$ cat config.mk
export PLATFORM = sky130hd
export DESIGN_NAME = pepq_ram
export DESIGN_NICKNAME = d
export VERILOG_FILES = /design/src/rtl/pepq_ram.sv
export SDC_FILE = /design/constraint.sdc
export NUM_CORES = 1
export LEC_CHECK = 0
export ABC_AREA = 1
export BUFFER_PORTS_ARGS = -buffer_cell sky130_fd_sc_hd__buf_4
export CAP_MARGIN = 20
export CORE_MARGIN = 4
export CORE_UTILIZATION = 45
export CTS_CLUSTER_SIZE = 20
export DETAILED_ROUTE_END_ITERATION = 16
export SYNTH_ARGS = -nofsm -noshare
export SYNTH_HDL_FRONTEND = slang
export SYNTH_SLANG_ARGS = --single-unit
$ cat constraint.sdc
create_clock -name i_clk -period 2.65 [get_ports i_clk]
set_input_delay 0.3975 -clock i_clk [delete_from_list [all_inputs] [get_ports i_clk]]
set_output_delay 0.3975 -clock i_clk [all_outputs]
set_load 0.01 [all_outputs]
$ cat src/rtl/pepq_ram.sv
module pepq_ram #(
    parameter int WIDTH = 8,
    parameter int DEPTH = 16
) (
    input  logic                     i_clk,
    input  logic                     i_we,
    input  logic [$clog2(DEPTH)-1:0] i_waddr,
    input  logic [WIDTH-1:0]         i_wdata,
    input  logic [$clog2(DEPTH)-1:0] i_raddr,
    output logic [WIDTH-1:0]         o_rdata
);
    logic [WIDTH-1:0] r_mem [DEPTH];
    always_ff @(posedge i_clk) begin
        if (i_we) begin
            r_mem[i_waddr] <= i_wdata;
        end
        o_rdata <= r_mem[i_raddr];
    end
endmodule
==> results of run 1 <==
[power breakdown]
group / leakage [nW] / internal (mW) / switching [mW]
Combinational: 1.36 / 0.0951 / 0.202
Sequential: 1.22 / 2.41 / 0.0153
Clock: 0.290 / 1.54 / 0.816
[sequential cells by signal, indices dropped and copies added (netlist names)]
signal,count
r_mem,128
o_rdata,8
[layer usage]
layer | track usage | share of wire
met1 | 0.2715 | 0.46
met2 | 0.2786 | 0.46
met3 | 0.04382 | 0.059
met4 | 0.08333 | 0.021
met5 | 0 | 0
[cell families after synthesis]
kind of cell / count (synthesis) / share of synthesized area
buffers and inverters: 126 / 0.09525
AND/OR/NAND/NOR: 289 / 0.2105
flip-flops: 136 / 0.6943
[stage by stage]
stage | instance area, um2 | hold slack, ns | util | worst slack (ns) | cells
after floorplan | 5767 | 0.4964 | - | 1.302 | 551
after global placement | 6083 | 0.6464 | 0.4840 | 0.8332 | 733
after global routing | 6674 | 0.3003 | 0.5310 | 1.134 | 765
after CTS | 6674 | 0.2814 | 0.5310 | 1.260 | 765
final | 6674 | 0.2930 | 0.5310 | 1.255 | 765
after detailed placement | 6083 | 0.6452 | 0.4840 | 0.8068 | 733
[worst paths after layout]
path | slack [ns] | cells past startpoint | endpoint
worst max-delay path | 1.25 | 8 | o_rdata[2]
worst min-delay path | 0.29 | 1 | r_mem[10][3]
worst max register to register | 1.62 | 6 | o_rdata[6]
worst min register to register | 0.66 | 6 | o_rdata[7]
[placed cells by master (no fill, tap or decap)]
cell | Yosys | final
buf_12 | 0 | 1
buf_4 | 4 | 33
bufinv_16 | 0 | 4
clkbuf_1 | 0 | 1
clkbuf_16 | 0 | 17
clkinv_1 | 0 | 7
clkinv_2 | 0 | 3
dfxtp_1 | 8 | 8
edfxtp_1 | 128 | 128
inv_1 | 100 | 100
inv_2 | 2 | 2
nand2_1 | 173 | 173
nand3_1 | 97 | 97
nand3b_1 | 2 | 2
nor2_1 | 17 | 17
[critical path, cell delays in order]
cell,delay [ns]
buf_4,0.21
inv_2,0.32
buf_4,0.28
nand2_1,0.07
nand3_1,0.08
nand3_1,0.12
nand3_1,0.16
nand2_1,0.06
[final cells by class]
| cell class | instances | area [um2] | area share |
|---|---|---|---|
| clock buffer | 18 | 429.2 | 0.06430 |
| clock inverter | 14 | 161.4 | 0.02418 |
| timing repair buffer | 34 | 267.8 | 0.04012 |
| multi-input combinational | 289 | 1214 | 0.1819 |
| inverter | 102 | 382.9 | 0.05737 |
| sequential | 136 | 4004 | 0.5999 |
| tap | 172 | 215.2 | 0.03225 |
==> metrics.yaml, run 1 <==
status:
  run_status: "finished, final reports clean"
yosys:
  yosysSeqAreaShare: 0.6943
  synth_area_leaders: "edfxtp_1 (67%), nand2_1 (11%), nand3_1 (8.4%), inv_1 (6.5%), dfxtp_1 (2.8%)"
  synth_fp_nets: 569
  synth_most_common_cell: "nand2_1"
  netlist.area_leader.share: 0.6665
  postSynthAreaPerCell_um2: 10.47
  ys_warn_count: 0
  syn_area_um2: 5767
  synth_area_leader_cell: "edfxtp_1"
  synth_seq_cells: 136
  synth_edf_count: 128
  yosysUniqueCellTypes: 12
  synth_commonest_cells: "nand2_1 (173), edfxtp_1 (128), inv_1 (100), nand3_1 (97), nor2_1 (17)"
  netlist_instances: 551
  synthArstFlopShare: 0
  synth_flop_cell: "edfxtp_1"
clock_tree:
  clk_path_buf_depth: 2
  cts_setup_buffers: 0
  ctsResizeCount: 0
  insertion_delay_ns: 0.41
  clk_pin_slew_ns: 0.05
  htree_levels: 4
  cts_hold_buffers: 0
  clockRootBuffer: "clkbuf_16"
  cts.sinks: 136
  cts_buffers: 17
  cts_tree: "yes"
sta:
  tightest_slew_ns: 0.8755
  period_share: 0.5265
  fin_crit_ns: 1.395
  finalClockSkew_ns: 0.003238
  slew_headroom: 0.4142
  grt_setup_unrepaired: "false"
  max_freq_ghz: 0.7167
  slew_violations: 0
  setup_tns_ns: 0
  finalSetupViolCount: 0
  hold_viol: 0
critical_path:
  cp_data_required_time_ns: 2.96
  worstPathMaxFanout: 30
  startpoint_type: "primary input"
  critPathLaunch: "i_raddr[0]"
  end_kind: "flip-flop"
  crit_type: "in2reg"
  r2r_start: "r_mem[1][6]"
  worstPathArrival_ns: 1.70
pwr:
  powerDensity_nw_per_um2: 760.7
  peakVddDrop_uv: 377.6
  leakage_nw: 2.877
  total_power_mw: 5.077
global_routing:
  overflow: 0
  antenna_found_initial: 0
  grt_pass1_wl_um: 20310
  grt_pass1_vias: 3580
  grt_usage: 0.1899
  grt_max_degree: 37
final_layout:
  area_delta_synth_final_pct: 15.73
  diodes: 0
  nets: 598
  nFillCells: 1126
  drive_gt1_frac: 0.1012
floorplan:
  die_w_um: 121.2
  dieHeight_um: 121.2
  coreArea_um2: 12570
  die_area_um2: 14690
  io_pins: 26
  rows: 41
  initial_core_util: 0.4588
detailed_routing:
  vias_per_cell: 4.995
  wl_um: 12820
  firstDrtPassIters: 5
  postRouteAntennaNets: 0
  wire_per_inst_um: 16.76
  drtIter0Drc: 436
  via_count: 3821
  drc: 0
placement:
  globalplace.congestion: 0.7752
  hpwl_um: 7902
  port_buffers: 25
worst_hold_path:
  worstHoldPathType: "in2reg"
  min_from: "i_wdata[3]"
run:
  maxCapViolations: 0
(Power assumes the default switching activity.)
==> run 2: changes to the inputs <==
clock period = 1.2 ns   (was 2.65 ns; I/O delays follow)
==> run 2 against run 1 <==
Non-clock buffer count up 28; clock skew up 0.0035 ns; setup slack worse by 1.1 ns; routed wire length up 1.8%; clock power up 140%; cell count up 3.7%; critical path type is now reg2out; critical endpoint is now o_rdata[7].
==> metrics.yaml, run 2 (synthesized netlist as in run 1, its figures left out) <==
status:
  run_status: "finished, final reports clean"
sta:
  fin_crit_ns: 1.075
  worst_hold_slack_ns: 0.08067
  tightest_slew_ns: 0.2576
  hold_viol: 0
  setup_tns_ns: 0
  setup_ws_ns: 0.1251
  max_freq_ghz: 0.9304
  slew_headroom: 0.8281
  grt_setup_unrepaired: "false"
  finalClockSkew_ns: 0.006727
  finalSetupViolCount: 0
  slew_violations: 0
  period_share: 0.8957
pwr:
  peakVddDrop_uv: 911.0
  total_power_mw: 11.74
  powerDensity_nw_per_um2: 1672
  leakage_nw: 3.055
critical_path:
  crit_path_top_delay_cell: "dfxtp_1"
  max_stage_delay_ns: 0.35
  worstPathArrival_ns: 0.89
  crit_buf_inv: 1
  startpoint_type: "flip-flop"
  worstPathMaxFanout: 1
  path_cells: "buf_4"
  crit_type: "reg2out"
  cp_top_family: "flip-flops"
  end_kind: "output pin"
  cp_data_required_time_ns: 1.02
floorplan:
  coreArea_um2: 12570
  io_pins: 26
  rows: 41
  dieHeight_um: 121.2
  die_w_um: 121.2
  die_area_um2: 14690
  initial_core_util: 0.4588
placement:
  placed_cell_area_um2: 6369
  hpwl_um: 8397
  preCtsSetupSlack_ns: -0.03574
  port_buffers: 25
  globalplace.congestion: 0.8356
  dp_cells: 761
detailed_routing:
  firstDrtPassIters: 5
  drc: 0
  wire_per_inst_um: 16.46
  via_count: 3966
  wl_um: 13060
  drtIter0Drc: 418
  postRouteAntennaNets: 0
  vias_per_cell: 5.001
clock_tree:
  cts_setup_buffers: 0
  ctsResizeCount: 0
  insertion_delay_ns: 0.41
  cts.sinks: 136
  clockRootBuffer: "clkbuf_16"
  clk_pin_slew_ns: 0.06
  cts_hold_buffers: 0
  cts_tree: "yes"
  htree_levels: 4
  clk_path_buf_depth: 2
  cts_buffers: 17
final_layout:
  nets: 626
  final_common_cell: "nand2_1"
  fin_cells: 793
  drive_gt1_frac: 0.1530
  mostFrequentLayoutCells: "nand2_1 (173), edfxtp_1 (128), inv_1 (100), nand3_1 (97), buf_4 (55)"
  postLayoutCellArea_um2: 7019
  nFillCells: 1044
  diodes: 0
  largest_register_ffs: 128
  fin_util: 0.5585
  area_delta_synth_final_pct: 21.72
  reg_top3: "r_mem: 128 flops, o_rdata: 8 flops"
  largest_register: "r_mem"
global_routing:
  grt_max_degree: 40
  grt_usage: 0.1873
  antenna_found_initial: 0
  overflow: 0
  grt_pass1_wl_um: 20050
  grt_pass1_vias: 3746
worst_hold_path:
  worstHoldPathType: "in2reg"
run:
  maxCapViolations: 0
-- run 2: cell count changes in the layout (fill, tap and decap cells not counted), sizes merged --
cell / before / now
clkinvlp: 0 / 6
buf: 34 / 62
bufinv: 4 / 5
clkbuf: 18 / 17
clkinv: 10 / 2
inv: 102 / 104
-- run 2: per-layer routing --
| layer | vias to the layer above | part of all wire | global-route usage |
|---|---|---|---|
| met2 | 119 | 0.50 | 0.3084 |
| met3 | 27 | 0.052 | 0.04382 |
| met4 | 0 | 0.024 | 0.08613 |
| li1 | 1893 | - | - |
| met5 | - | 0 | 0 |
| met1 | 1927 | 0.42 | 0.2356 |
-- run 2: worst paths after layout --
check	from	to	slack, ns	cells past startpoint
max	o_rdata[7]	o_rdata[7]	0.13	1
max reg2reg	r_mem[2][4]	o_rdata[4]	0.19	6
min	i_wdata[6]	r_mem[2][6]	0.08	1
min reg2reg	r_mem[13][5]	o_rdata[5]	0.67	6
-- run 2: final cells by class --
class,count,area (um2),area share
Clock buffer,17,425.4,0.06061
Tap cell,172,215.2,0.03066
Multi-Input combinational cell,289,1214,0.1729
Clock inverter,15,225.2,0.03209
Inverter,102,382.9,0.05455
Timing Repair Buffer,62,553.0,0.07879
Sequential cell,136,4004,0.5704
-- run 2: worst register-to-register path, stage by stage (launching register included) --
cell	delay, ns
edfxtp_1	0.37
nand2_1	0.08
nand2_1	0.05
nand2_1	0.05
nand3_1	0.12
nand3_1	0.17
nand2_1	0.07
-- run 2: where the power goes --
| group | internal (mW) | switching (mW) | leakage [nW] |
|---|---|---|---|
| clock network | 3.69 | 1.96 | 0.296 |
| registers | 5.31 | 0.0301 | 1.22 |
| logic | 0.274 | 0.468 | 1.54 |
==> run 3: changes to the inputs <==
clock period = 0.9 ns   (was 1.2 ns; I/O delays follow)
==> run 3 against run 2 <==
The flow now finishes with violations (negative setup slack); clock power rose by 23%; cell count fell by 0.50%; register-to-register slack got worse by 0.24 ns; utilization rose by 3.3 points; largest cell class unchanged; highest routed layer unchanged.
==> metrics.yaml, run 3 (synthesized netlist as in run 1, its figures left out) <==
floorplan:
  die_area_um2: 14690
  dieHeight_um: 121.2
  initial_core_util: 0.4588
  rows: 41
  coreArea_um2: 12570
  io_pins: 26
  die_w_um: 121.2
sta:
  finalClockSkew_ns: 0.006065
  hold_viol: 0
  setup_ws_ns: -0.1025
  tightest_slew_ns: 0.4069
  grt_setup_unrepaired: "true"
  finalSetupViolCount: 16
  slew_headroom: 0.7284
  fin_crit_ns: 1.003
  slew_violations: 0
  period_share: 1.114
  max_freq_ghz: 0.9975
final_layout:
  drive_gt1_frac: 0.2950
  nFillCells: 1027
  largest_register: "r_mem"
  mostFrequentLayoutCells: "nand2_1 (162), edfxtp_1 (128), inv_1 (100), nand3_2 (57)"
  largest_register_ffs: 128
  final_common_cell: "nand2_1"
  fin_util: 0.5911
  area_delta_synth_final_pct: 28.83
  fin_cells: 789
  postLayoutCellArea_um2: 7430
  nets: 622
  diodes: 0
  reg_top3: "r_mem: 128 flops, o_rdata: 8 flops"
detailed_routing:
  wl_um: 13830
  firstDrtPassIters: 5
  vias_per_cell: 4.996
  drc: 0
  drtIter0Drc: 298
  postRouteAntennaNets: 0
  wire_per_inst_um: 17.53
  via_count: 3942
global_routing:
  grt_max_degree: 55
  grt_usage: 0.2010
  antenna_found_initial: 0
  overflow: 0
  grt_pass1_wl_um: 21470
  grt_pass1_vias: 3740
pwr:
  total_power_mw: 15.29
  powerDensity_nw_per_um2: 2058
  peakVddDrop_uv: 1185
  leakage_nw: 3.161
placement:
  dp_cells: 757
  placed_cell_area_um2: 6476
  port_buffers: 25
  hpwl_um: 8564
  globalplace.congestion: 0.7989
  preCtsSetupSlack_ns: -0.3065
clock_tree:
  htree_levels: 4
  clk_pin_slew_ns: 0.06
  insertion_delay_ns: 0.42
  cts_setup_buffers: 0
  clockRootBuffer: "clkbuf_16"
  cts.sinks: 136
  cts_tree: "yes"
  clk_path_buf_depth: 2
  cts_buffers: 17
critical_path:
  cp_top_family: "flip-flops"
  end_kind: "output pin"
  crit_type: "reg2out"
  worstPathArrival_ns: 0.87
  path_cells: "buf_6"
  cp_data_required_time_ns: 0.76
  crit_path_top_delay_cell: "dfxtp_2"
  rr_worst_depth: 6
  startpoint_type: "flip-flop"
  max_stage_delay_ns: 0.35
  crit_buf_inv: 1
  crit_cells: 1
  worstPathMaxFanout: 1
worst_hold_path:
  min_path_cells: 3
  worstHoldPathType: "in2reg"
status:
  run_status: "complete, but fails checks"
  violations: "negative setup slack"
run:
  maxCapViolations: 0
==> run 3: cell count changes in the layout (fill, tap and decap cells not counted), sizes merged <==
cell,previous run,this run
clkinvlp,6,3
inv,104,102
buf,62,58
bufinv,5,3
clkbuf,17,19
clkinv,2,7
==> run 3: routing by layer <==
layer / vias to the layer above / track usage / routed length [um]
met3: 29 / 0.04336 / 753
met5: - / 0 / 0
li1: 1884 / - / -
met4: 0 / 0.09174 / 351
met1: 1890 / 0.2823 / 6075
met2: 139 / 0.3008 / 6654
==> run 3: power breakdown <==
group          internal, mW  switching, mW  leakage, nW  total, mW
registers              7.09         0.0516         1.22       7.14
clock network          4.40           2.53        0.286       6.93
logic                 0.459          0.766         1.65       1.23
total                  11.9           3.35         3.16       15.3
==> run 3: final timing paths <==
kind / to / slack (ns) / start
hold / removal: o_rdata[0] / 0.05 / i_raddr[3]
setup / recovery: o_rdata[6] / -0.10 / o_rdata[6]
setup reg to reg: o_rdata[3] / -0.05 / r_mem[14][3]
hold reg to reg: o_rdata[6] / 0.69 / r_mem[11][6]
==> run 3: layout make-up <==
type / count / area, um2 / area share
sequential: 136 / 4013 / 0.5401
inverter: 102 / 382.9 / 0.05153
clock inverter: 13 / 153.9 / 0.02071
timing repair buffer: 58 / 603.1 / 0.08117
multi-input combinational: 289 / 1619 / 0.2179
tap: 172 / 215.2 / 0.02897
clock buffer: 19 / 442.9 / 0.05962
==> run 3: through the flow <==
| stage | hold WS [ns] | TNS [ns] |
|---|---|---|
| after floorplan | 0.2339 | -7.129 |
| after global placement | 0.4859 | -35.82 |
| after detailed placement | 0.4773 | -36.12 |
| after CTS | 0.03763 | -0.9581 |
| after global routing | 0.04253 | -1.608 |
| final | 0.04895 | -0.9062 |
==> run 3: repair_timing <==
| action | in CTS | in global routing |
|---|---|---|
| cloned | 0 | 0 |
| setup endpoints to repair | 16 | 16 |
| hold buffers | 0 | 0 |
| hold endpoints to repair | 0 | 0 |
| resized for setup | 51 | 32 |
| pin swaps | 35 | 31 |
